$ cat src/rtl/cqb_pkg.sv
// ----------------------------------------------------------------------------
// Clipped quad blitter package
// Shared types, widths and codes of the blitter.
// ----------------------------------------------------------------------------
package cqb_pkg;

   localparam int FRAME_WIDTH_DEF  = 1024;
   localparam int FRAME_HEIGHT_DEF = 1024;
   localparam int ATLAS_SIZE_DEF   = 128;

   localparam int COORD_W     = 12;
   localparam int SPAN_W      = 14;
   localparam int TEXEL_W     = 9;
   localparam int TEX_POS_W   = 7;
   localparam int TEX_SIZE_W  = 8;
   localparam int COLOUR_W    = 8;
   localparam int PIXEL_W     = 24;
   localparam int COUNT_W     = 21;
   localparam int CSR_INDEX_W = 2;

   localparam logic [1:0] ACT_DRAW = 2'd0;
   localparam logic [1:0] ACT_LOAD = 2'd1;
   localparam logic [1:0] ACT_READ = 2'd2;

   localparam logic [CSR_INDEX_W-1:0] CSR_CLIP_LEFT   = 2'd0;
   localparam logic [CSR_INDEX_W-1:0] CSR_CLIP_TOP    = 2'd1;
   localparam logic [CSR_INDEX_W-1:0] CSR_CLIP_WIDTH  = 2'd2;
   localparam logic [CSR_INDEX_W-1:0] CSR_CLIP_HEIGHT = 2'd3;

   localparam logic [COORD_W-1:0] CLIP_SIZE_RESET = 12'd1024;

   typedef struct packed {
      logic [1:0]                  action;
      logic signed [COORD_W-1:0]   dest_x;
      logic signed [COORD_W-1:0]   dest_y;
      logic [COORD_W-1:0]          dest_w;
      logic [COORD_W-1:0]          dest_h;
      logic [TEX_POS_W-1:0]        tex_x;
      logic [TEX_POS_W-1:0]        tex_y;
      logic [TEX_SIZE_W-1:0]       tex_w;
      logic [TEX_SIZE_W-1:0]       tex_h;
      logic [COLOUR_W-1:0]         red;
      logic [COLOUR_W-1:0]         green;
      logic [COLOUR_W-1:0]         blue;
   } cqb_req_type;

   typedef struct packed {
      logic [PIXEL_W-1:0] pixel_value;
      logic [COUNT_W-1:0] pixels_drawn;
   } cqb_rsp_type;

   typedef struct packed {
      logic clear_step;
      logic accept;
      logic setup;
      logic start;
      logic fill_step;
      logic tex_wr;
      logic finish;
   } cqb_cmd_type;

   typedef struct packed {
      logic clear_done;
      logic is_draw;
      logic empty;
      logic textured;
      logic last_pixel;
      logic out_free;
   } cqb_sts_type;

endpackage

$ cat src/rtl/cqb_ctrl.sv
// ----------------------------------------------------------------------------
// Clipped quad blitter controller
// Sequences the clearing pass, item decode, pixel walk and result hand-off.
// ----------------------------------------------------------------------------
module cqb_ctrl (
   input  logic                 clock,
   input  logic                 reset,
   input  logic                 req_valid,
   output logic                 req_stall,
   input  cqb_pkg::cqb_sts_type sts,
   output cqb_pkg::cqb_cmd_type cmd
);

   typedef enum logic [7:0] {
      S_CLEAR  = 8'b0000_0001,
      S_IDLE   = 8'b0000_0010,
      S_SETUP  = 8'b0000_0100,
      S_START  = 8'b0000_1000,
      S_FILL   = 8'b0001_0000,
      S_TEX_RD = 8'b0010_0000,
      S_TEX_WR = 8'b0100_0000,
      S_FINISH = 8'b1000_0000
   } state_type;

   state_type state_ff;
   state_type state_in;

   always_comb begin
      state_in = state_ff;
      cmd      = '0;
      unique case (state_ff)
         S_CLEAR: begin
            cmd.clear_step = 1'b1;
            if (sts.clear_done) begin
               state_in = S_IDLE;
            end
         end
         S_IDLE: begin
            if (req_valid) begin
               cmd.accept = 1'b1;
               state_in   = S_SETUP;
            end
         end
         S_SETUP: begin
            cmd.setup = 1'b1;
            state_in  = sts.is_draw ? S_START : S_FINISH;
         end
         S_START: begin
            cmd.start = 1'b1;
            if (sts.empty) begin
               state_in = S_FINISH;
            end else if (sts.textured) begin
               state_in = S_TEX_RD;
            end else begin
               state_in = S_FILL;
            end
         end
         S_FILL: begin
            cmd.fill_step = 1'b1;
            if (sts.last_pixel) begin
               state_in = S_FINISH;
            end
         end
         S_TEX_RD: begin
            state_in = S_TEX_WR;
         end
         S_TEX_WR: begin
            cmd.tex_wr = 1'b1;
            state_in   = sts.last_pixel ? S_FINISH : S_TEX_RD;
         end
         S_FINISH: begin
            if (sts.out_free) begin
               cmd.finish = 1'b1;
               state_in   = S_IDLE;
            end
         end
         default: begin
            state_in = S_CLEAR;
         end
      endcase
   end

   always_ff @(posedge clock) begin
      if (reset) begin
         state_ff <= S_CLEAR;
      end else begin
         state_ff <= state_in;
      end
   end

   assign req_stall = (state_ff != S_IDLE);

endmodule

$ cat config.mk
export PLATFORM = sky130hd
export DESIGN_NAME = cqb_ctrl
export DESIGN_NICKNAME = d
export VERILOG_FILES = /design/src/rtl/cqb_pkg.sv /design/src/rtl/cqb_ctrl.sv
export SDC_FILE = /design/constraint.sdc
export NUM_CORES = 1
export LEC_CHECK = 0
export ABC_AREA = 1
export BUFFER_PORTS_ARGS = -buffer_cell sky130_fd_sc_hd__buf_4
export CAP_MARGIN = 40
export CORE_MARGIN = 5
export CORE_UTILIZATION = 35
export CTS_CLUSTER_SIZE = 20
export DETAILED_ROUTE_END_ITERATION = 10
export GPL_TIMING_DRIVEN = 0
export SLEW_MARGIN = 25
export SYNTH_ARGS = -nofsm -noshare
export SYNTH_HDL_FRONTEND = slang
export SYNTH_SLANG_ARGS = --single-unit
$ cat constraint.sdc
create_clock -name clock -period 0.96 [get_ports clock]
set_input_delay 0.096 -clock clock [delete_from_list [all_inputs] [get_ports clock]]
set_output_delay 0.096 -clock clock [all_outputs]
set_load 0.05 [all_outputs]
==> reports/results.tsv, run 1 <==
metric	value	unit
status	finished, violations left	
failing checks	negative setup slack	
Worst Hold Class	primary input to flip-flop	
placed cell areas	777	um2
Mapped Cells	96	
Worst Tran Pin Value	0.432	ns
post-route minimum period	1.38	ns
Worst EP arrival	1.28	ns
Setup crit end kind	output pin	
vias in the first global route	767	
clk root buf	clkbuf_4	
# setup viols final	16	
Total Routed Length	1830	um
routed len/inst	12.5	um
Max-slew headroom	71.2	%
dpl cells	127	
Clock transition at path regs	0.05	ns
Skew-Pair Late Insertion Delay	0.25	ns
Area contributors post-synth	dfxtp_1, nand2_1, nor2_1	
die area	2580	um2
TritonCTS Buffers	3	
max reg flops	8	
largest reg by FF count	state_ff	
NumNets Final	141	
Via Count	723	
Yosys top cell by area	dfxtp_1	
Core Region	1540	um2
Synth cell types	17	
synthesized area per cell	6.07	um2
Reg2Reg Setup Slack	-0.38	ns
height of the chip	50.8	um
P&R area growth vs syn	85.2	%
CTS tree	yes	
Layout Skew	0.00160	ns
Final Cell Area	1080	um2
initial antenna violation count	0	
Final GP Congestion	0.725	
GRT Overall Usage	14.9	%
GR Overflow Total	0	
RSZ-0062 raised after global routing	true	
Post-DRT Antenna Nets	0	
Detailed Place HPWL	1110	um
Clock Sinks	8	
largest registers	state_ff x8	
Worst setup SP type	flip-flop	
area of the mapped netlist	583	um2
final hold vios	0	
DR pass1 iterations	4	
Yosys reg bits	8	
share of the synthesized area in the top cell type	27.5	%
Vias/cell	4.95	
pwr/cell area	1160	nW/um2
diode count	0	
H-tree depth	1	
fin crit share	143	%
# rows	14	
largest net degree at the start of global routing	9	
worst hold slack	0.105	ns
share of cells above drive strength 1	66.2	%
crit-path max FO	7	
type of the worst setup path	flip-flop to output pin	
yosys warns	0	
Slew Viols, Final	0	
# IOs	17	
filler cell count	123	
initial DRC count	10	
Setup TNS Final	-5.00	ns
global-route wire length before repair	2990	um
register area share after synthesis	27.5	%
f_max	727	MHz
DRC errors left	0	
Initial Utilization	37.8	%
Data required, critical path	0.86	ns
final setup margin	-0.416	ns
Leakage	0.482	nW
syn nets	105	
Max IR drop VDD	0.807	mV
Die Wd	50.8	um
max-cap viol count	0	
non-filler cells, final	146	
Max clock buf depth	2	
Place WS	-0.234	ns
IO buf count	15	
-- where the power goes --
part / total (W) / leakage, nW / internal, W / switching (W)
Clock: 0.000258 / 0.0138 / 0.000143 / 0.000115
Sequential: 0.000384 / 0.0684 / 0.000362 / 0.0000223
Combinational: 0.000610 / 0.400 / 0.000234 / 0.000377
Total: 0.00125 / 0.482 / 0.000738 / 0.000514
-- timing repair --
item,in CTS,in global routing
hold buffers,0,0
gates resized for setup,38,9
endpoints found under the setup margin,16,16
buffers inserted,13,4
pin swaps,13,4
-- Yosys cell counts, drive strengths merged --
| cell | instances |
|---|---|
| nor4 | 1 |
| nand3 | 7 |
| nor3 | 2 |
| inv | 19 |
| dfxtp | 8 |
| a21oi | 5 |
| buf | 1 |
| nand4 | 1 |
| nand2 | 30 |
| nand3b | 1 |
| nor2 | 21 |
-- cell families after synthesis --
kind of cell	Yosys count	synth area share, %
and+or+nand+nor	63	55.4
AOI/OAI and AO/OA	5	4.29
DFF	8	27.5
buffers and inverters	20	12.9
-- final cells by class --
class | instances | area (um2) | area share (%)
multi-input combinational | 68 | 482 | 44.6
timing repair buffer | 31 | 293 | 27.1
sequential | 8 | 173 | 16.0
inverter | 19 | 86.3 | 8.00
clock buffer | 3 | 22.5 | 2.09
tap | 16 | 20.0 | 1.85
buffer | 1 | 3.75 | 0.348
-- stage by stage --
step / utilization, % / total power [W]
5_1_grt: 70.0 / 0.00132
3_5_place_dp: 50.4 / 0.000857
3_3_place_gp: 50.4 / 0.000851
4_1_cts: 66.3 / 0.00122
6_report: 70.0 / 0.00125
2_1_floorplan: - / 0.000747
-- worst paths after layout --
path,from,end,depth (start not counted)
max,state_ff[7]$_SDFFE_PP0P_,cmd[5],6
max reg2reg,state_ff[7]$_SDFFE_PP0P_,state_ff[7]$_SDFFE_PP0P_,10
min,sts[4],state_ff[3]$_SDFFE_PP0P_,3
min reg2reg,state_ff[2]$_SDFFE_PP0P_,state_ff[3]$_SDFFE_PP0P_,4
-- layer usage --
layer	share of wire (%)	track usage [%]	vias to the layer above
li1	-	-	365
met1	39	15.1	317
met5	0	0	-
met4	3.7	8.51	0
met2	49	27.1	33
met3	8.6	4.07	8
-- worst max-delay path, stage by stage, from the launching register on --
cell	delay [ns]
dfxtp_4	0.35
inv_4	0.05
nand2_4	0.06
nor2_8	0.22
nand2_4	0.09
nor2_4	0.09
buf_8	0.15
-- placed cells by master (no fill, tap or decap), drive strengths merged --
| cell type | n |
|---|---|
| nand2 | 30 |
| nand3 | 7 |
| nor4 | 1 |
| nor2 | 21 |
| clkbuf | 3 |
| nand4 | 1 |
| clkinv | 1 |
| dfxtp | 8 |
| nand3b | 1 |
| clkinvlp | 2 |
| nor3 | 2 |
| a21oi | 5 |
| buf | 32 |
| inv | 16 |
Note: power is estimated with default switching activity, not from simulation.
==> run 2: changes to the inputs <==
- CELL_PAD_IN_SITES_DETAIL_PLACEMENT: unset -> 0
- CELL_PAD_IN_SITES_GLOBAL_PLACEMENT: unset -> 1
- CORE_ASPECT_RATIO: unset -> 1.5
- CORE_UTILIZATION: 35 -> 29
- PLACE_DENSITY: unset -> 0.71
==> run 2 against run 1 <==
  * Total power is 6.8% higher
  * The run still ends with negative setup slack left
  * Combinational power is 8.9% higher
  * Critical path depth stayed put
  * Worst setup slack worse by 0.012 ns
  * Wire length is 2.6% lower
  * Largest cell class unchanged
  * Critical path type unchanged
  * Utilization is 13 points lower
  * Flip-flop and latch count stayed put
  * Global-route usage is 0.95 points lower
  * Non-clock buffer count is 1 higher
  * Clock-buffer cell count stayed put
  * Sequential power is 4% higher
  * Register-to-register slack worse by 0.03 ns
==> reports/results.tsv, run 2 (synthesis gave the netlist of run 1 again) <==
metric	value	unit
CTS tree	yes	
Worst EP arrival	1.29	ns
largest net degree at the start of global routing	9	
P&R area growth vs syn	92.7	%
Clock Sinks	8	
Max clock buf depth	2	
most frequent cells in the layout	nand2_1, buf_4, inv_1	
NumNets Final	142	
Die Wd	46.6	um
Detailed Place HPWL	1170	um
share of cells above drive strength 1	67.2	%
Power, Total	0.00134	W
Max IR drop VDD	0.568	mV
Initial Utilization	29.5	%
max-cap viol count	0	
initial antenna violation count	0	
Vias/cell	4.52	
diode count	0	
# IOs	17	
Max-slew headroom	68.1	%
Slew Viols, Final	0	
Layout Skew	0.00782	ns
Worst Hold Class	primary input to flip-flop	
status	finished, violations left	
DR pass1 iterations	2	
fin util	56.8	%
height of the chip	64.9	um
failing checks	negative setup slack	
vias in the first global route	746	
max reg flops	8	
largest reg by FF count	state_ff	
type of the worst setup path	flip-flop to output pin	
pwr/cell area	1190	nW/um2
final hold vios	0	
Worst Tran Pin Value	0.479	ns
final setup margin	-0.429	ns
filler cell count	187	
Via Count	692	
Setup crit end kind	output pin	
clk root buf	clkbuf_4	
Final GP Congestion	0.765	
Skew-Pair Late Insertion Delay	0.27	ns
GR Overflow Total	0	
IO buf count	15	
Clock transition at path regs	0.06	ns
f_max	720	MHz
initial DRC count	9	
Place WS	-0.244	ns
RSZ-0062 raised after global routing	true	
# setup viols final	14	
largest registers	state_ff x8	
Setup TNS Final	-4.62	ns
# rows	20	
non-filler cells, final	153	
GRT Overall Usage	14.0	%
Core Region	1980	um2
Data required, critical path	0.86	ns
Total Routed Length	1780	um
Worst setup SP type	flip-flop	
crit-path max FO	7	
H-tree depth	1	
global-route wire length before repair	3020	um
DRC errors left	0	
post-route minimum period	1.39	ns
TritonCTS Buffers	3	
fin crit share	145	%
die area	3030	um2
routed len/inst	11.6	um
Post-DRT Antenna Nets	0	
Leakage	0.485	nW
dpl cells	133	
## run 2: cell types whose count changed in the layout (fill, tap and decap cells not counted), sizes merged
cell,previous run,this run
buf,32,33
## run 2: worst max-delay path: stages, from the launching register on
cell and delay [ns]:
dfxtp_2 0.33, inv_2 0.08, nand2_4 0.07, nor2_8 0.20, nand2_4 0.10, nor2_4 0.09
buf_6 0.16
## run 2: worst paths after layout
check,start,cells after the start,slack [ns],endpoint
setup / recovery,state_ff[6]$_SDFFE_PP0P_,6,-0.43,cmd[5]
hold / removal,sts[2],3,0.09,state_ff[5]$_SDFFE_PP0P_
setup reg to reg,state_ff[6]$_SDFFE_PP0P_,10,-0.41,state_ff[7]$_SDFFE_PP0P_
hold reg to reg,state_ff[6]$_SDFFE_PP0P_,3,0.60,state_ff[6]$_SDFFE_PP0P_
## run 2: where the power goes
group	internal [W]	leakage (nW)	switching, W
Sequential	0.000368	0.0684	0.0000320
Clock	0.000144	0.0138	0.000130
Combinational	0.000269	0.403	0.000394
Total	0.000781	0.485	0.000556
## run 2: cell type report
type / instances / area [um2] / area share (%)
buffer: 1 / 3.75 / 0.334
clock buffer: 3 / 22.5 / 2.00
inverter: 19 / 86.3 / 7.68
multi-input combinational: 68 / 510 / 45.4
sequential: 8 / 173 / 15.4
tap: 22 / 27.5 / 2.45
timing repair buffer: 32 / 300 / 26.7
## run 2: timing repair
item | in CTS | in global routing
setup buffers | 11 | 6
pin swaps | 7 | 10
hold buffers | 0 | 0
endpoints found under the setup margin | 16 | 16
resized for setup | 30 | 22
cloned | 0 | 0
## run 2: per-layer routing
metal | GRT usage, % | part of all wire (%)
met4 | 10.4 | 3.5
met2 | 24.0 | 60
met3 | 3.33 | 3.3
met5 | 0 | 0
met1 | 13.5 | 33
## run 2: through the flow
step	area [um2]	hold WS (ns)
6_report	1120	0.0889
5_1_grt	1120	0.0990
4_1_cts	1000	0.0951
3_5_place_dp	785	0.360
3_3_place_gp	785	0.357
2_1_floorplan	644	0.232
